<file path="src/sv/sefr_pkg.sv">
package sefr_pkg;

  localparam int FRAME_CAPACITY_DEF = 64;
  localparam int BYTE_W = 8;
  localparam int LEN_W = 6;
  localparam int CMD_DEPTH = 4;
  localparam int OUT_DEPTH = 2;

  localparam logic [BYTE_W-1:0] MARK_START  = 8'h02;
  localparam logic [BYTE_W-1:0] MARK_END    = 8'h03;
  localparam logic [BYTE_W-1:0] MARK_ESCAPE = 8'h23;
  localparam logic [BYTE_W-1:0] ESCAPE_FLIP = 8'h40;
  localparam logic [BYTE_W-1:0] CHECK_SEED  = 8'hFF;

  typedef enum logic {
    CMD_WRITE,
    CMD_EMIT
  } cmd_kind_t;

  // arg is the store address of a write, or the payload count of an emit
  typedef struct packed {
    cmd_kind_t         kind;
    logic [LEN_W-1:0]  arg;
    logic [BYTE_W-1:0] data;
  } cmd_t;

  typedef struct packed {
    logic [BYTE_W-1:0] payload_byte;
    logic [LEN_W-1:0]  payload_length;
    logic              last;
  } out_item_t;

endpackage

</file>
<file path="src/sv/sefr_queue.sv">
module sefr_queue
  import sefr_pkg::*;
#(
  parameter type item_t = logic,
  parameter int  DEPTH  = 2,
  localparam int LVL_W  = $clog2(DEPTH + 1)
) (
  input  logic             clk,
  input  logic             rst,
  input  logic             push,
  input  item_t            push_item,
  input  logic             pop,
  output item_t            pop_item,
  output logic [LVL_W-1:0] level
);

  localparam int PTR_W = (DEPTH > 1) ? $clog2(DEPTH) : 1;

  item_t            slots [DEPTH];
  logic [PTR_W-1:0] wr_ptr;
  logic [PTR_W-1:0] rd_ptr;
  logic             do_pop;
  logic             do_push;

  assign do_pop   = pop && (level != '0);
  assign do_push  = push && ((level != LVL_W'(DEPTH)) || do_pop);
  assign pop_item = slots[rd_ptr];

  function automatic logic [PTR_W-1:0] ptr_inc(input logic [PTR_W-1:0] p);
    ptr_inc = (p == PTR_W'(DEPTH - 1)) ? '0 : p + 1'b1;
  endfunction

  always_ff @(posedge clk) begin
    if (rst) begin
      wr_ptr <= '0;
      rd_ptr <= '0;
      level  <= '0;
    end else begin
      if (do_push) wr_ptr <= ptr_inc(wr_ptr);
      if (do_pop) rd_ptr <= ptr_inc(rd_ptr);
      if (do_push && !do_pop) level <= level + 1'b1;
      else if (do_pop && !do_push) level <= level - 1'b1;
    end
  end

  always_ff @(posedge clk) begin
    if (do_push) slots[wr_ptr] <= push_item;
  end

endmodule

</file>
<file path="src/sv/sefr_front.sv">
module sefr_front
  import sefr_pkg::*;
#(
  parameter int FRAME_CAPACITY = FRAME_CAPACITY_DEF
) (
  input  logic              clk,
  input  logic              rst,
  input  logic              push,
  input  logic              cmd_full,
  input  logic [BYTE_W-1:0] rx_byte,
  output logic              cmd_push,
  output cmd_t              cmd
);

  localparam int PW = $clog2(FRAME_CAPACITY + 1);

  typedef enum logic [1:0] {
    PH_IDLE,
    PH_DATA,
    PH_ESC
  } phase_t;

  phase_t            phase;
  phase_t            phase_next;
  logic [PW-1:0]     pos;
  logic [PW-1:0]     pos_next;
  logic [BYTE_W-1:0] csum;
  logic [BYTE_W-1:0] csum_next;
  logic              in_fire;
  logic              do_store;
  logic [BYTE_W-1:0] store_val;

  assign in_fire = push && !cmd_full;

  always_comb begin
    phase_next = phase;
    pos_next   = pos;
    csum_next  = csum;
    do_store   = 1'b0;
    store_val  = rx_byte;
    cmd_push   = 1'b0;
    cmd.kind   = CMD_WRITE;
    cmd.arg    = LEN_W'(pos);
    cmd.data   = rx_byte;

    if (in_fire) begin
      if (rx_byte == MARK_START) begin
        pos_next   = '0;
        csum_next  = CHECK_SEED;
        phase_next = PH_DATA;
      end else begin
        case (phase)
          PH_DATA: begin
            if (rx_byte == MARK_END) begin
              phase_next = PH_IDLE;
              if ((pos >= PW'(2)) && (csum == '0)) begin
                pos_next = pos - 1'b1;
                cmd_push = 1'b1;
                cmd.kind = CMD_EMIT;
                cmd.arg  = LEN_W'(pos - 1'b1);
              end
            end else if (rx_byte == MARK_ESCAPE) begin
              phase_next = PH_ESC;
            end else if (rx_byte < MARK_END) begin
              pos_next   = '0;
              csum_next  = CHECK_SEED;
              phase_next = PH_IDLE;
            end else begin
              do_store = 1'b1;
            end
          end
          PH_ESC: begin
            phase_next = PH_DATA;
            do_store   = 1'b1;
            store_val  = (rx_byte == MARK_ESCAPE) ? rx_byte : (rx_byte ^ ESCAPE_FLIP);
          end
          default: begin
            phase_next = PH_DATA;
          end
        endcase
      end

      if (do_store) begin
        if (pos >= PW'(FRAME_CAPACITY)) begin
          // drop the byte on overflow and clear the frame
          pos_next   = '0;
          csum_next  = CHECK_SEED;
          phase_next = PH_IDLE;
        end else begin
          csum_next = csum ^ store_val;
          pos_next  = pos + 1'b1;
          cmd_push  = 1'b1;
          cmd.kind  = CMD_WRITE;
          cmd.arg   = LEN_W'(pos);
          cmd.data  = store_val;
        end
      end
    end
  end

  always_ff @(posedge clk) begin
    if (rst) begin
      phase <= PH_IDLE;
      pos   <= '0;
      csum  <= CHECK_SEED;
    end else begin
      phase <= phase_next;
      pos   <= pos_next;
      csum  <= csum_next;
    end
  end

endmodule

</file>
<file path="src/sv/sefr_back.sv">
module sefr_back
  import sefr_pkg::*;
#(
  parameter int FRAME_CAPACITY = FRAME_CAPACITY_DEF
) (
  input  logic      clk,
  input  logic      rst,
  input  logic      cmd_valid,
  input  cmd_t      cmd,
  output logic      cmd_pop,
  input  logic      pop,
  output logic      empty,
  output out_item_t out_item
);

  localparam int AW    = $clog2(FRAME_CAPACITY);
  localparam int OLV_W = $clog2(OUT_DEPTH + 1);

  typedef enum logic {
    B_IDLE,
    B_DRAIN
  } bstate_t;

  bstate_t            state;
  logic [LEN_W-1:0]   len;
  logic [LEN_W-1:0]   k;
  logic               pend;
  logic               pend_last;
  logic [BYTE_W-1:0]  rd_data;
  logic [BYTE_W-1:0]  mem [FRAME_CAPACITY];
  logic [AW-1:0]      wr_addr;
  logic [AW-1:0]      rd_addr;
  logic               mem_we;
  logic               issue;
  logic               last_issue;
  logic               room;
  logic               pop_fire;
  logic [OLV_W-1:0]   out_level;
  out_item_t          push_item;

  assign empty      = (out_level == '0);
  assign pop_fire   = pop && !empty;
  // count the read in flight and the entry leaving this cycle
  assign room       = ((OLV_W + 1)'(out_level) + (OLV_W + 1)'(pend))
                      < ((OLV_W + 1)'(OUT_DEPTH) + (OLV_W + 1)'(pop_fire));
  assign issue      = (state == B_DRAIN) && room;
  assign last_issue = (k == len - 1'b1);
  assign cmd_pop    = (state == B_IDLE) && cmd_valid;
  assign mem_we     = cmd_pop && (cmd.kind == CMD_WRITE);
  assign wr_addr    = AW'(cmd.arg);
  assign rd_addr    = AW'(k);

  assign push_item.payload_byte   = rd_data;
  assign push_item.payload_length = len;
  assign push_item.last           = pend_last;

  always_ff @(posedge clk) begin
    if (rst) begin
      state <= B_IDLE;
      pend  <= 1'b0;
    end else begin
      pend <= issue;
      case (state)
        B_IDLE: begin
          if (cmd_pop && (cmd.kind == CMD_EMIT)) begin
            len   <= cmd.arg;
            k     <= '0;
            state <= B_DRAIN;
          end
        end
        B_DRAIN: begin
          if (issue) begin
            k         <= k + 1'b1;
            pend_last <= last_issue;
            if (last_issue) state <= B_IDLE;
          end
        end
        default: state <= B_IDLE;
      endcase
    end
  end

  always_ff @(posedge clk) begin
    if (mem_we) mem[wr_addr] <= cmd.data;
    if (issue) rd_data <= mem[rd_addr];
  end

  sefr_queue #(
    .item_t (out_item_t),
    .DEPTH  (OUT_DEPTH)
  ) u_out_q (
    .clk       (clk),
    .rst       (rst),
    .push      (pend),
    .push_item (push_item),
    .pop       (pop_fire),
    .pop_item  (out_item),
    .level     (out_level)
  );

  a_out_no_overflow: assert property (@(posedge clk) disable iff (rst)
    ((OLV_W + 1)'(out_level) + (OLV_W + 1)'(pend)) <= (OLV_W + 1)'(OUT_DEPTH))
    else $error("output queue overrun");

  a_drain_len: assert property (@(posedge clk) disable iff (rst)
    (state == B_DRAIN) |-> (len != '0))
    else $error("drain started with zero length");

  a_no_cmd_in_drain: assert property (@(posedge clk) disable iff (rst)
    (state == B_DRAIN) |-> !cmd_pop)
    else $error("command taken during drain");

  a_drain_ends: assert property (@(posedge clk) disable iff (rst)
    (issue && last_issue) |=> (state == B_IDLE) && pend && pend_last)
    else $error("drain did not end on final byte");

endmodule

</file>
<file path="src/sv/stx_etx_frame_receiver_top.sv">
// Path: the emit command of a good frame passes through the command queue, the back
//   drain state, the store read register and the output queue to the result ports.
// Throughput: one byte per cycle while the command queue has room; a frame drains
//   from the frame store at one store read a cycle while the output queue has room.
// Reset: synchronous; phase idle, position 0, checksum 0xFF, both queues empty.
//   The frame store is not cleared; only written entries are ever read.
module stx_etx_frame_receiver_top
  import sefr_pkg::*;
#(
  parameter int FRAME_CAPACITY = FRAME_CAPACITY_DEF
) (
  input  logic              clk,
  input  logic              rst,
  input  logic              push,
  output logic              full,
  input  logic [BYTE_W-1:0] rx_byte,
  output logic              empty,
  input  logic              pop,
  output logic [BYTE_W-1:0] payload_byte,
  output logic [LEN_W-1:0]  payload_length,
  output logic              last
);

  localparam int CLV_W = $clog2(CMD_DEPTH + 1);

  // front to queue
  logic             cmd_push;
  cmd_t             cmd_in;
  // queue to back
  cmd_t             cmd_out;
  logic             cmd_pop;
  logic [CLV_W-1:0] cmd_level;
  logic             cmd_valid;
  out_item_t        out_item;

  // Hold off input while the command queue is full; every byte may need a slot.
  assign full      = (cmd_level == CLV_W'(CMD_DEPTH));
  assign cmd_valid = (cmd_level != '0);

  // Front: unstuff, track phase, position and checksum, and issue store writes
  // and frame emits. Bytes that only change phase or clear leave no command.
  sefr_front #(
    .FRAME_CAPACITY (FRAME_CAPACITY)
  ) u_front (
    .clk      (clk),
    .rst      (rst),
    .push     (push),
    .cmd_full (full),
    .rx_byte  (rx_byte),
    .cmd_push (cmd_push),
    .cmd      (cmd_in)
  );

  // Decouple the two halves so bytes keep arriving while a frame drains.
  sefr_queue #(
    .item_t (cmd_t),
    .DEPTH  (CMD_DEPTH)
  ) u_cmd_q (
    .clk       (clk),
    .rst       (rst),
    .push      (cmd_push),
    .push_item (cmd_in),
    .pop       (cmd_pop),
    .pop_item  (cmd_out),
    .level     (cmd_level)
  );

  // Back: own the frame store, apply writes in order and drain emitted frames.
  // Writes queued behind an emit wait until that frame has been read out.
  sefr_back #(
    .FRAME_CAPACITY (FRAME_CAPACITY)
  ) u_back (
    .clk       (clk),
    .rst       (rst),
    .cmd_valid (cmd_valid),
    .cmd       (cmd_out),
    .cmd_pop   (cmd_pop),
    .pop       (pop),
    .empty     (empty),
    .out_item  (out_item)
  );

  assign payload_byte   = out_item.payload_byte;
  assign payload_length = out_item.payload_length;
  assign last           = out_item.last;

endmodule
</file>
<file path="config.mk">
export PLATFORM = sky130hd
export DESIGN_NAME = stx_etx_frame_receiver_top
export DESIGN_NICKNAME = d
export VERILOG_FILES = /design/src/sv/sefr_pkg.sv /design/src/sv/sefr_queue.sv /design/src/sv/sefr_front.sv /design/src/sv/sefr_back.sv /design/src/sv/stx_etx_frame_receiver_top.sv
export SDC_FILE = /design/constraint.sdc
export NUM_CORES = 1
export LEC_CHECK = 0
export ABC_AREA = 0
export BUFFER_PORTS_ARGS = -buffer_cell sky130_fd_sc_hd__buf_4
export CAP_MARGIN = 20
export CORE_MARGIN = 3
export CORE_UTILIZATION = 50
export DETAILED_ROUTE_END_ITERATION = 6
export PLACE_DENSITY = 0.65
export SLEW_MARGIN = 20
export SYNTH_ARGS = -nofsm -noshare
export SYNTH_HDL_FRONTEND = slang
export SYNTH_SLANG_ARGS = --single-unit
</file>
<file path="constraint.sdc">
create_clock -name clk -period 5.7 [get_ports clk]
set_clock_uncertainty 0.05 [all_clocks]
set_input_delay 0.855 -clock clk [delete_from_list [all_inputs] [get_ports clk]]
set_output_delay 0.855 -clock clk [all_outputs]
set_load 0.02 [all_outputs]
</file>
-- Yosys cells after proc, flatten, opt, wreduce, memory -nomap -nowiden
Memories as Yosys holds them, arrays and structs flattened. A register that Yosys moved wholly into a read port is not among the register bits.
Index checks and enable logic that the tools add are counted.
- register bits after elaboration: 43
- memories: 3
- output and inout bits: 17
- word-level logic and storage cells: 165
- bits in writable memories: 602
- bits of input ports: 12
- reductions and logical operators: 37
- eq/ne operators: 17
- bitwise gates (word level): 5
- mux-type cells: 71
- $add $sub $neg: 14
- order comparisons: 4
- memories (memory ; words ; width ; rd ports ; clocked after Yosys merged registers in ; write ports ; line ; RTL):
    u_back.mem ; 64 ; 8 ; 1 ; 1 ; 1 ; sefr_back.sv:30 ; logic [BYTE_W-1:0] mem [FRAME_CAPACITY];
    u_cmd_q.slots ; 4 ; 15 ; 1 ; 1 ; 1 ; sefr_queue.sv:19 ; item_t slots [DEPTH];
    u_back.u_out_q.slots ; 2 ; 15 ; 1 ; 1 ; 1 ; sefr_queue.sv:19 ;
- operators by type and width (operator ; number):
    $mux W7 ; 15
    $mux W8 ; 8
    $mux W15 ; 3
    $mux W2 ; 13
    $mux W1 ; 25
    $eq A8 B2 Y1 const B ; 2
    $logic_and A1 B1 Y1 ; 15
    $mux W6 ; 2
    $pmux W6 S2 ; 1
    $reduce_and A5 Y1 ; 2
    $reduce_and A3 Y1 ; 3
    $reduce_bool A3 Y1 ; 3
    $eq A8 B6 Y1 const B ; 1
    $logic_not A8 Y1 ; 1
    $lt A8 B2 Y1 const B ; 1
    $xor A8 B8 Y8 ; 1
    $add A7 B1 Y7 const B ; 1
    $ge A7 B2 Y1 const B ; 1
    $ge A7 B7 Y1 const B ; 1
    $sub A7 B1 Y7 const B ; 1
    $add A2 B1 Y2 const B ; 3
    $add A6 B1 Y6 const B ; 1
    $eq A2 B2 Y1 const B ; 3
    $eq A6 B6 Y1 ; 1
    other kinds (23) ; 40

-- Depth between registers and ports, before layout
Gate-level depths: netlist (run 1).
- depth after elaboration: 14
- gate-level depth with buffers: 12
- depth with buffers taken out: 12

-- Hierarchy
From an unflattened synthesis (run 1), not the netlist that was laid out.
- cells, all modules: 1429
- area, all modules: 26559.2 um^2
- by module, submodules not included (module ; area each (um^2) ; seq. area each (um^2) ; instances ; cells an instance):
    sefr_back ; 21090.2 ; 16045.4 ; 1 ; 1034
    sefr_queue (u_cmd_q) ; 2630.0 ; 1981.9 ; 1 ; 123
    sefr_front ; 1522.7 ; 340.3 ; 1 ; 200
    sefr_queue (u_back.u_out_q) ; 1302.5 ; 1001.0 ; 1 ; 70
    stx_etx_frame_receiver_top ; 13.8 ; 0.0 ; 1 ; 2

-- Worst setup path after synthesis (run 1)
No wires, ideal clock.
- kind: input port to flip-flop
- start point: input rx_byte[0]
- end point: register u_cmd_q.level[2]
- buffers on the path: 1
- data arrival time: 3.203 ns
- data required time: 5.579 ns
- stages: 11
- path slack: 2.376 ns
- setup time: 0.071 ns
- path through: buf_2 nand4bb_1 nor3b_1 nand4_1 a21oi_2 ha_1 inv_1 fa_1 xor2_1 or3_1 a21oi_1
- cells in the longest elaborated chain, start to end: 13
- elaborated cells between the ends (all ways): 22
- those cells by class: order compare: 1; eq/ne: 3; mux: 13; reduce/logical: 5
- ends and longest elaborated chain (item ; line ; RTL):
    start: declaration ; stx_etx_frame_receiver_top.sv:16 ; input logic [BYTE_W-1:0] rx_byte,
    $lt A8 B2 Y1 ; sefr_front.sv:64 ; end else if (rx_byte < MARK_END) begin
    $mux W1 ; sefr_front.sv:64 ;
    $mux W1 ; sefr_front.sv:62 ; end else if (rx_byte == MARK_ESCAPE) begin
    $mux W1 ; sefr_front.sv:54 ; if (rx_byte == MARK_END) begin
    $pmux W1 S2 ; sefr_front.sv:52 ; case (phase)
    $mux W1 ; sefr_front.sv:47 ; if (rx_byte == MARK_START) begin
    $mux W1 ; sefr_front.sv:46 ; if (in_fire) begin
    $mux W1 * ; sefr_front.sv:83 ; if (do_store) begin
    $mux W1 * ; sefr_front.sv:46 ;
    $logic_and A1 B1 Y1 * ; sefr_queue.sv:26 ; assign do_push = push && ((level != LVL_W'(DEPTH)) || do_pop);
    via u_cmd_q.do_push ; sefr_queue.sv:23 ; logic do_push;
    $logic_not A1 Y1 ; sefr_queue.sv:42 ; else if (do_pop && !do_push) level <= level - 1'b1;
    $logic_and A1 B1 Y1 ; sefr_queue.sv:42 ;
    $reduce_bool A2 Y1 (no source line) ; n/a ;
    end signal: assignment ; sefr_queue.sv:41 ; if (do_push && !do_pop) level <= level + 1'b1;
    end signal: assignment ; sefr_queue.sv:42 ;
    end: declaration ; sefr_queue.sv:14 ; output logic [LVL_W-1:0] level
The timed path passes the listed nets; every way through them passes the cells marked *. The select of a mux whose other input is x is not followed.
A chain may end at the register's enable or synchronous reset.

==> results.md, run 1 <==
* Run status: completed
* Post-layout util at 0.566
* Commonest cells in the netlist: edfxtp_1, nor2_1, mux4_2
* CP arrival at a little under 4 ns
* Vias in the first global route at 13455
* Initial antenna violation count at 1
* CTS sink cnt at around 660
* Yosys warns at 0
* Max Slew Vio Count at 0
* Site row count at 83
* Largest net degree at the start of global routing at between 70 and 80
* Drt first pass iters at 6
* Critical Path Start Type: flop
* WL final at 59600 µm
* Max-slew headroom at 0.320
* Clock buffer count from CTS at 67
* Fillers at 3900
* Top_reg_cell synth: edfxtp_1
* Total grt overflow at 0
* IO Port Bufs at 28
* Detailed-route via count at around 14000
* Antenna Nets Post-Route at 0
* Area Growth Syn to Fin at 11.0%
* Yosys reg bits at ~660
* I/O pins at 29
* Initial Util at 0.510
* Worst slew pin tran at just over 1 ns
* Class of the worst hold path: reg2reg
* Synth area leaders: edfxtp_1, mux4_2, mux2i_1
* Initial DRC Count at between 1000 and 1500
* Yosys top cell by area: edfxtp_1
* Fmax at between 0.2 and 0.3 GHz
* CP max stage cell: mux4_1
* CTS tree: yes
* MaxCap Viol Count at 0
* Maximum buffer depth of the clock tree at 3
* Min Tclk post-route at between 3 and 4 ns
* Pre-CTS setup slack at 1.94 ns
* Finish-stage setup viols at 0
* Number of synthesized flops with an enable pin at 623
* GPL Wtd Cong at about 0.84
* PD cells at between 400 and 500 nW/µm²
* Post-route insts no fill at around 2200
* Die Wd at around 240 µm
* Drt wl/cell at about 27 µm
* Max IR drop VDD at ~0.00027 V
* Synth Instances at approximately 1500
* CP top delay family: simple AND/OR/NAND/NOR gates
* Overall Global Routing Usage at 0.217
* H-Tree Depth at 3
* RSZ-0062 raised after global routing: no
* CP bufs+invs at 1
* Top-count cell post-synth: edfxtp_1
* Die Area at 55700 µm²
* ANT cells at 0
* Die Height at around 240 µm
* First-pass GRT wire length at about 90000 µm
* Post-synth ARST share at 0
* Synth top area share at 0.708
* Post-CTS Hold Fix Bufs at 0
* CP peak stage delay at between 0.7 and 0.8 ns
* Clock-pin slew on the worst setup and hold paths at ~0.06 ns
* Clk root buf: clkbuf_16
* PnR worst setup slack at ~2.0 ns
* Seq/Total Area, Yosys at 0.733
* Area of the multi-input gates at about 6600 µm²
* WHS at between 0.4 and 0.5 ns
* Syn_nets at approximately 1500
* Static Leak at 9.39 nW
* Area of the core at around 52000 µm²
* Kind of end point of the critical path: flop
* Synth unique cells at 67
* R2R Setup Slk at a little under 2 ns
* Share of layout cells above drive strength 1 at 0.187
* Number of remaining DRC errors at 0
* Vias/cell at ~6
* Worst Setup Path Type: reg2reg
* Worst Path Max Fanout at 13
* Worst Path Required at 5.87 ns
* Worst-Skew Late Latency at between 0.5 and 0.6 ns
* DP Cell Count at 2110
* FF+latch area at 19400 µm²
* Fin. Hold Viols at 0
* Mapped Area at 26400 µm²
* Post-CTS setup repair buffer count at 0
* Fin crit share at 0.657
* Crit-path cells: buf_4 -> mux4_1 -> or2_2 -> nand2b_1 -> nor2_1
* Syn_area_per_cell at roughly 18 µm²
* Setup_tns at 0 ns
* Final net count at 1529
* Post-CTS Resized at 0
* HPWL after DPL at 36500 µm
==> per-layer routing <==
metal / track usage / wire [µm] / share of wire
met1: 0.320 / 25800 / 0.43
met2: 0.335 / 28300 / 0.47
met3: 0.0375 / 3900 / 0.065
met4: 0.0651 / 1540 / 0.026
met5: 0 / 0 / 0
==> cell usage in the layout (no fill, tap or decap), types with 6 or more instances in the layout <==
master,Yosys,layout
a22oi_1,7,7
mux4_2,109,107
inv_1,16,16
nor2b_1,19,19
buf_4,12,50
nor2_2,8,8
clkinv_2,0,12
o21a_1,8,8
o221ai_1,6,6
clkbuf_1,32,16
mux2_2,16,16
a211oi_1,13,13
nand2b_1,8,8
nand3_1,30,30
ha_1,16,16
o22ai_1,26,26
nor3_1,19,19
edfxtp_1,623,623
a21o_1,7,7
clkbuf_16,0,69
nand2_1,37,37
or3_1,9,9
clkinv_1,0,13
nor2_1,111,111
and2_1,12,12
a31oi_1,7,7
o21ai_0,20,20
mux2i_1,92,92
dfxtp_1,33,33
xnor2_1,18,18
a2111oi_0,13,13
nor4_1,8,8
nand4_1,6,6
xor2_1,11,11
a21oi_1,15,15
==> cell type report <==
class / instances / share of cell area
tap: 680 / 0.0290
multi-input combinational: 707 / 0.226
clock inverter: 32 / 0.00789
clock buffer: 86 / 0.0614
sequential: 656 / 0.660
inverter: 16 / 0.00205
timing repair buffer: 52 / 0.0140
==> report_power, final <==
part,switching [mW],total (mW),leakage [nW],internal (mW)
clock,1.76,4.12,0.995,2.37
sequential,0.190,6.21,5.90,6.02
combinational,2.12,3.20,2.49,1.08
==> stage by stage <==
step	power [mW]	instance area (µm²)
after floorplan	8.31	26400
after global placement	9.48	27300
after detailed placement	9.54	27300
after CTS	13.6	29300
after global routing	14.1	29300
final	13.5	29300
==> final timing paths <==
check	to	cells past startpoint	startpoint
worst min register to register	u_back.u_out_q.slots[0][11]	0	u_back.rd_data[4]
worst max-delay path	u_back.mem[6][0]	5	flop
worst max register to register	u_back.mem[6][0]	5	flop
worst min-delay path	u_back.u_out_q.slots[0][11]	0	u_back.rd_data[4]
==> flip-flops by register name, summed over array words and instances (netlist names), 2 cells and up, named ones only <==
| register | flops |
|---|---|
| u_back.mem | 512 |
| u_cmd_q.slots | 60 |
| u_back.u_out_q.slots | 30 |
| u_back.rd_data | 8 |
| u_front.csum | 8 |
| u_front.pos | 7 |
| u_back.k | 6 |
| u_back.len | 6 |
| u_cmd_q.level | 3 |
| u_back.u_out_q.level | 2 |
| u_cmd_q.rd_ptr | 2 |
| u_cmd_q.wr_ptr | 2 |
| u_front.phase | 2 |
==> logic make-up after synthesis <==
logic type | Yosys count | share of synthesized area
buf+inv | 91 | 0.0172
mux | 218 | 0.136
xor+xnor | 29 | 0.00961
compound gates | 149 | 0.0406
fa+ha+maj | 17 | 0.00833
flops | 656 | 0.733
simple gates | 294 | 0.0561
Power figures use the tool's default switching activity.
==> run 2, diff against run 1 <==
--- a/config.mk
+++ b/config.mk
@@ -5,13 +5,13 @@
 export SDC_FILE = /design/constraint.sdc
 export NUM_CORES = 1
 export LEC_CHECK = 0
-export ABC_AREA = 0
+export ABC_AREA = 1
 export BUFFER_PORTS_ARGS = -buffer_cell sky130_fd_sc_hd__buf_4
 export CAP_MARGIN = 20
 export CORE_MARGIN = 3
 export CORE_UTILIZATION = 50
 export DETAILED_ROUTE_END_ITERATION = 6
-export PLACE_DENSITY = 0.65
+export PLACE_DENSITY = 0.68
 export SLEW_MARGIN = 20
 export SYNTH_ARGS = -nofsm -noshare
 export SYNTH_HDL_FRONTEND = slang
==> constraint.sdc (replaced) <==
create_clock -name clk -period 3 [get_ports clk]
set_clock_uncertainty 0.05 [all_clocks]
set_input_delay 0.45 -clock clk [delete_from_list [all_inputs] [get_ports clk]]
set_output_delay 0.45 -clock clk [all_outputs]
set_load 0.02 [all_outputs]
==> run 2 against run 1 <==
Compared with the run above: critical path depth is 4 higher; power is 110% higher; routed wire length is 7.8% higher; die area is 2.4% higher; non-clock buffer count is 104 higher; setup slack worse by 1.7 ns; global-route usage is 1.0 points higher; via count is 30% higher; clock-buffer cell count is 1 lower; highest routed layer unchanged.
==> results.md, run 2 <==
* Run status: completed (unchanged)
* Commonest cells in the netlist: edfxtp_1, nor2_1, o21ai_0 (was edfxtp_1, nor2_1, mux4_2)
* Number of flip-flops under the largest register name at 512 (unchanged)
* IO Port Bufs at 28 (unchanged)
* Worst Path Required at 3.23 ns (was 5.87 ns)
* Drt wl/cell at 21.0 µm (was 26.7 µm)
* WHS at 0.0321 ns (was 0.402 ns)
* Fmax at 0.371 GHz (was 0.267 GHz)
* Critical R2R Capture: u_back.mem[21][0] (was u_back.mem[6][0])
* Worst Path Max Fanout at 13 (unchanged)
* Fin. Hold Viols at 0 (unchanged)
* Detailed-route via count at 17650 (was 13603)
* Pre-CTS setup slack at 0.287 ns (was 1.94 ns)
* Switching power at 9.17 mW (was 4.06 mW)
* Total grt overflow at 0 (unchanged)
* WL final at 64200 µm (was 59600 µm)
* Largest net degree at the start of global routing at 78 (was 77)
* Clk pwr share at 0.291 (was 0.305)
* Min Tclk post-route at 2.69 ns (was 3.74 ns)
* Max IR drop VDD at 0.000796 V (was 0.000266 V)
* Biggest regs: u_back.mem x512, u_cmd_q.slots x60, u_back.u_out_q.slots x30 (unchanged)
* Synth top area share at 0.690 (was 0.708)
* Initial antenna violation count at 0 (was 1)
* Share of layout cells above drive strength 1 at 0.137 (was 0.187)
* MaxCap Viol Count at 0 (unchanged)
* ANT cells at 0 (unchanged)
* Gate power share at 0.272 (was 0.236)
* Top-count cell post-synth: edfxtp_1 (unchanged)
* Clock buffer count from CTS at 68 (was 67)
* Overall Global Routing Usage at 0.227 (was 0.217)
* Top reg by flops: u_back.mem (unchanged)
* Fin crit share at 0.898 (was 0.657)
* R2R Setup Slk at 0.31 ns (was 1.96 ns)
* Number of synthesized flops with an enable pin at 623 (unchanged)
* Initial DRC Count at 1771 (was 1432)
* Post-route insts no fill at 3053 (was 2229)
* Max Slew Vio Count at 0 (unchanged)
* CTS tree: yes (unchanged)
* Crit-path cells: inv_2 -> nand2_1 -> a32oi_2 -> buf_4 -> nand2_1 -> nor2_1 -> nand2_1 -> nor2_1 -> buf_4 (was buf_4 -> mux4_1 -> or2_2 -> nand2b_1 -> nor2_1)
* Yosys reg bits at 656 (unchanged)
* Vias/cell at 5.78 (was 6.10)
* Post-synth ARST share at 0 (unchanged)
* Static Leak at 10.6 nW (was 9.39 nW)
* Switching Share at 0.325 (was 0.300)
* Internal at 19.0 mW (was 9.47 mW)
* Setup_tns at 0 ns (unchanged)
* Most frequent cells in the layout: edfxtp_1, nor2_1, o21ai_0, nand2_1, buf_4 (was edfxtp_1, nor2_1, mux4_2, mux2i_1, clkbuf_16)
* Die Height at 239 µm (was 236 µm)
* Yosys top cell by area: edfxtp_1 (unchanged)
* Area Growth Syn to Fin at 14.6% (was 11.0%)
* Antenna Nets Post-Route at 0 (unchanged)
* Top_reg_cell synth: edfxtp_1 (unchanged)
* Yosys warns at 0 (unchanged)
* RSZ-0062 raised after global routing: no (unchanged)
* Vias in the first global route at 17334 (was 13455)
* Area of the core at 53100 µm² (was 51800 µm²)
* Clk root buf: clkbuf_16 (unchanged)
* Kind of end point of the critical path: flop (unchanged)
* CTS sink cnt at 656 (unchanged)
* Hold Path Depth at 1 (was 0)
* CP most frequent cell: nand2_1
* Maximum buffer depth of the clock tree at 3 (unchanged)
* Critical Path Start Type: flop (unchanged)
* Drt first pass iters at 7 (was 6)
* Mapped Area at 27100 µm² (was 26400 µm²)
* Part of the power in registers at 0.437 (was 0.459)
* Site row count at 84 (was 83)
* GPL Wtd Cong at 0.893 (was 0.836)
* FF-to-FF path depth at 9 (was 5)
* PnR worst setup slack at 0.306 ns (was 1.96 ns)
* Post-CTS setup repair buffer count at 0 (unchanged)
* CP arrival at 2.93 ns (was 3.91 ns)
* PD cells at 908 nW/µm² (was 461 nW/µm²)
* Synth unique cells at 44 (was 67)
* Number of remaining DRC errors at 0 (unchanged)
* Post-CTS Hold Fix Bufs at 0 (unchanged)
* Die Area at 57000 µm² (was 55700 µm²)
* Synth area leaders: edfxtp_1, nor2_1, o21ai_0 (was edfxtp_1, mux4_2, mux2i_1)
* Seq/Total Area, Yosys at 0.715 (was 0.733)
* HPWL after DPL at 38900 µm (was 36500 µm)
* Worst-Skew Late Latency at 0.60 ns (was 0.59 ns)
* Syn_area_per_cell at 12.3 µm² (was 18.2 µm²)
* Clock-pin slew on the worst setup and hold paths at 0.06 ns (about the same)
* Final net count at 2342 (was 1529)
* Hold endpoint: u_cmd_q.slots[0][1] (was u_back.u_out_q.slots[0][11])
* I/O pins at 29 (unchanged)
* Worst Setup Path Type: reg2reg (unchanged)
* Class of the worst hold path: in2reg (was reg2reg)
* Die Wd at 239 µm (was 236 µm)
* Max-slew headroom at 0.360 (was 0.320)
* Min-delay src: rx_byte[1] (was u_back.rd_data[4])
* Post-layout util at 0.585 (was 0.566)
* CP max stage cell: dfxtp_1 (was mux4_1)
* Worst slew pin tran at 0.949 ns (was 1.02 ns)
* Synth Instances at 2209 (was 1454)
* Finish-stage setup viols at 0 (unchanged)
* Syn_nets at 2238 (was 1483)
* Initial Util at 0.511 (was 0.510)
* CP peak stage delay at 0.43 ns (was 0.77 ns)
* Post-CTS Resized at 0 (unchanged)
* H-Tree Depth at 3 (unchanged)
* Most common cell after layout, fill and taps aside: edfxtp_1 (unchanged)
* First-pass GRT wire length at 99500 µm (was 90400 µm)
* DP Cell Count at 2931 (was 2110)
[run 2: cell count changes after synthesis, moves of 55 or more]
cell,change
nand3_1,+57
inv_1,+55
mux2i_1,-92
o211ai_1,+59
nand2_1,+176
o21ai_0,+269
mux4_2,-109
nor2_1,+332
[run 2: critical path: cells and delay by family, from the launching register on]
family / cells / cell delay [ns]
compound gates: 1 / 0.29
buf+inv: 3 / 0.64
flops: 1 / 0.43
simple gates: 5 / 0.94
[run 2: how the worst max path moves through the flow]
stage                                     end        from  slack [ns]
final                       u_back.mem[21][0]        flop        0.31
after global routing         u_back.mem[4][2]        flop        0.19
after CTS                    u_back.mem[4][2]        flop        0.33
after detailed placement     u_cmd_q.level[2]  rx_byte[0]        0.29
after global placement       u_cmd_q.level[2]  rx_byte[0]        0.27
after floorplan           u_cmd_q.slots[0][0]  rx_byte[1]        0.57
[run 2: power by group through the flow]
stage | Combinational [mW] | Clock, mW | Sequential (mW)
after global routing | 8.29 | 8.72 | 12.4
after floorplan | 4.36 | 0 | 12.5
final | 7.67 | 8.20 | 12.3
after CTS | 7.66 | 8.33 | 12.3
after global placement | 7.45 | 0 | 12.5
after detailed placement | 7.63 | 0 | 12.5
[run 2: layout make-up]
class / instances / area, µm²
Clock buffer: 85 / 1820
Inverter: 84 / 320
Fill cell: 4111 / 22000
Tap cell: 688 / 861
Sequential cell: 656 / 19400
Clock inverter: 37 / 348
Timing Repair Buffer: 156 / 1460
Multi-Input combinational cell: 1347 / 6870
[run 2: per-stage QoR]
| stage | power, mW | instance area [µm²] |
|---|---|---|
| global route | 29.4 | 31000 |
| detailed placement | 20.1 | 28900 |
| global placement | 19.9 | 28900 |
| floorplan | 16.8 | 27100 |
| finish | 28.2 | 31000 |
| CTS | 28.3 | 31000 |
[run 2: cells by family (layout without fill, tap and decap cells)]
family                     after synthesis  after routing  synth area share
and+or+nand+nor                        794            794             0.121
DFF                                    656            656             0.715
xor gates and xnor gates                18             18           0.00582
AOI/OAI and AO/OA                      503            503             0.108
buffers and inverters                  206            362            0.0361
adders and majority gates               17             17           0.00813
muxes                                   15             15           0.00623
[run 2: routing by layer]
| layer | share of wire | up-vias | GRT usage |
|---|---|---|---|
| li1 | - | 8171 | - |
| met1 | 0.43 | 8661 | 0.316 |
| met2 | 0.47 | 695 | 0.361 |
| met3 | 0.071 | 123 | 0.0430 |
| met4 | 0.030 | 0 | 0.0777 |
| met5 | 0 | - | 0 |
==> run 3, diff against run 2 <==
==> constraint.sdc (replaced) <==
create_clock -name clk -period 2.4 [get_ports clk]
set_clock_uncertainty 0.05 [all_clocks]
set_input_delay 0.36 -clock clk [delete_from_list [all_inputs] [get_ports clk]]
set_output_delay 0.36 -clock clk [all_outputs]
set_load 0.1 [all_outputs]
==> run 3 against run 2 <==
Compared with the run above: hold slack lost 0.0032 ns; power grew 29%; critical path depth is the same; maximum frequency grew 15%; cell count grew 3.0%; via count grew 1.9%; cell area grew 2.6%; critical endpoint is now u_back.rd_data[6]; largest cell class unchanged.
==> results.md, run 3 (synthesis results as in run 2) <==
* Drt wl/cell at 20.8 µm (was 21.0 µm)
* Number of remaining DRC errors at 0 (unchanged)
* Worst-Skew Late Latency at 0.61 ns (was 0.60 ns)
* Max-slew headroom at 0.595 (was 0.360)
* Min-delay src: rx_byte[0] (was rx_byte[1])
* DP Cell Count at 3016 (was 2931)
* Initial antenna violation count at 0 (unchanged)
* WL final at 65500 µm (was 64200 µm)
* PnR worst setup slack at 0.0482 ns (was 0.306 ns)
* Switching Share at 0.342 (was 0.325)
* Hold endpoint: u_cmd_q.slots[0][0] (was u_cmd_q.slots[0][1])
* Pre-CTS setup slack at -0.145 ns (was 0.287 ns)
* FF-to-FF path depth at 9 (unchanged)
* R2R Setup Slk at 0.05 ns (was 0.31 ns)
* CP arrival at 2.65 ns (was 2.93 ns)
* Fillers at 4024 (was 4111)
* Part of the power in registers at 0.422 (was 0.437)
* Site row count at 84 (unchanged)
* Max Slew Vio Count at 0 (unchanged)
* CTS sink cnt at 656 (unchanged)
* MaxCap Viol Count at 0 (unchanged)
* Initial Util at 0.511 (unchanged)
* Critical Path Start Type: flop (unchanged)
* Die Wd at 239 µm (unchanged)
* Area Growth Syn to Fin at 17.5% (was 14.6%)
* CP Launch Point: u_back.k[0]
* Overall Global Routing Usage at 0.229 (was 0.227)
* I/O pins at 29 (unchanged)
* ANT cells at 0 (unchanged)
* IO Port Bufs at 28 (unchanged)
* Die Height at 239 µm (unchanged)
* Clock buffer count from CTS at 69 (was 68)
* Setup_tns at 0 ns (unchanged)
* Fmax at 0.425 GHz (was 0.371 GHz)
* Max IR drop VDD at 0.00103 V (was 0.000796 V)
* Crit-path cells: buf_12 -> inv_16 -> buf_12 -> o21ai_0 -> o211ai_1 -> nand3_1 -> nand4_1 -> nand3_1 -> nand2_1 (was inv_2 -> nand2_1 -> a32oi_2 -> buf_4 -> nand2_1 -> nor2_1 -> nand2_1 -> nor2_1 -> buf_4)
* CP max stage cell: edfxtp_1 (was dfxtp_1)
* Hold Path Depth at 2 (was 1)
* Critical R2R Capture: u_back.rd_data[6] (was u_back.mem[21][0])
* Number of flip-flops under the largest register name at 512 (unchanged)
* Fin crit share at 0.980 (was 0.898)
* Post-route insts no fill at 3146 (was 3053)
* Antenna Nets Post-Route at 0 (unchanged)
* PD cells at 1140 nW/µm² (was 908 nW/µm²)
* Biggest regs: u_back.mem x512, u_cmd_q.slots x60, u_back.u_out_q.slots x30 (unchanged)
* Class of the worst hold path: in2reg (unchanged)
* Worst Path Required at 2.70 ns (was 3.23 ns)
* Largest net degree at the start of global routing at 65 (was 78)
* Finish-stage setup viols at 0 (unchanged)
* Kind of end point of the critical path: flop (unchanged)
* Die Area at 57000 µm² (unchanged)
* Detailed-route via count at 17990 (was 17650)
* Min Tclk post-route at 2.35 ns (was 2.69 ns)
* Post-layout util at 0.600 (was 0.585)
* Total power at 36.3 mW (was 28.2 mW)
* Gate power share at 0.302 (was 0.272)
* CTS tree: yes (unchanged)
* Worst Setup Path Type: reg2reg (unchanged)
* Most frequent cells in the layout: edfxtp_1, nor2_1, o21ai_0, buf_4, nand2_1 (was edfxtp_1, nor2_1, o21ai_0, nand2_1, buf_4)
* GPL Wtd Cong at 0.876 (was 0.893)
* Fin. Hold Viols at 0 (unchanged)
* R2R Path Start: u_back.k[0]
* H-Tree Depth at 3 (unchanged)
* Area of the core at 53100 µm² (unchanged)
* Top reg by flops: u_back.mem (unchanged)
* Dpl cell area at 29600 µm² (was 28900 µm²)
* First-pass GRT wire length at 100000 µm (was 99500 µm)
* Worst Path Max Fanout at 54 (was 13)
* Clock-pin slew on the worst setup and hold paths at 0.06 ns (about the same)
* Vias/cell at 5.72 (was 5.78)
* Most common cell after layout, fill and taps aside: edfxtp_1 (unchanged)
* Total grt overflow at 0 (unchanged)
* WHS at 0.0289 ns (was 0.0321 ns)
* Drt first pass iters at 6 (was 7)
* Cell area after layout at 31800 µm² (was 31000 µm²)
* Maximum buffer depth of the clock tree at 3 (unchanged)
* HPWL after DPL at 41500 µm (was 38900 µm)
* CP peak stage delay at 0.41 ns (was 0.43 ns)
* Vias in the first global route at 17463 (was 17334)
* Share of layout cells above drive strength 1 at 0.175 (was 0.137)
* Switching power at 12.4 mW (was 9.17 mW)
* Clk root buf: clkbuf_16 (unchanged)
* Internal at 23.9 mW (was 19.0 mW)
* Final net count at 2434 (was 2342)
* Clk pwr share at 0.276 (was 0.291)
* Static Leak at 11.0 nW (was 10.6 nW)
* Worst slew pin tran at 0.603 ns (was 0.949 ns)
* Run status: completed (unchanged)
* Initial DRC Count at 2082 (was 1771)
[run 3: cell count changes in the layout (fill, tap and decap cells not counted), sizes merged]
cell | before | now
bufinv | 6 | 2
clkinv | 29 | 31
clkinvlp | 0 | 2
buf | 156 | 243
dlygate4sd3 | 0 | 4
clkbuf | 85 | 87
[run 3: final cells by class]
class / count / area, µm² / share of cell area
Sequential cell: 656 / 19400 / 0.608
Inverter: 84 / 337 / 0.0106
Clock inverter: 37 / 293 / 0.00919
Clock buffer: 87 / 1850 / 0.0580
Multi-Input combinational cell: 1347 / 6930 / 0.217
Timing Repair Buffer: 247 / 2210 / 0.0694
Tap cell: 688 / 861 / 0.0270
[run 3: worst max-delay path by stage]
stage	endpoint	slack, ns
floorplan	u_cmd_q.slots[0][0]	0.04
global placement	u_cmd_q.level[2]	-0.12
detailed placement	u_cmd_q.level[2]	-0.14
CTS	u_back.mem[22][5]	0.001
global route	u_back.rd_data[6]	-0.006
finish	u_back.rd_data[6]	0.05
[run 3: worst max-delay path: cells and delay by family, from the launching register on]
| kind | cells | cell delay, ns |
|---|---|---|
| AOI/OAI and AO/OA | 2 | 0.48 |
| DFF | 1 | 0.41 |
| buffers and inverters | 3 | 0.50 |
| and+or+nand+nor | 4 | 0.57 |
[run 3: routing by layer]
layer | GRT usage | up-vias | part of all wire
met5 | 0 | - | 0
met4 | 0.0828 | 0 | 0.033
met3 | 0.0399 | 151 | 0.070
met2 | 0.370 | 712 | 0.48
met1 | 0.316 | 8778 | 0.42
li1 | - | 8349 | -
[run 3: power groups by stage]
stage	Combinational (mW)	Clock, mW	Sequential, mW
6_report	11.0	10.0	15.3
5_1_grt	11.8	10.6	15.4
4_1_cts	10.9	10.1	15.3
3_5_place_dp	10.8	0	15.6
3_3_place_gp	10.6	0	15.5
2_1_floorplan	6.03	0	15.6
[run 3: timing repair]
item	CTS	global route
pin swaps	2	6
endpoints found under the hold margin	11	0
endpoints found under the setup margin	208	326
hold buffers	4	0
setup buffers	1	1
resized for setup	4	29
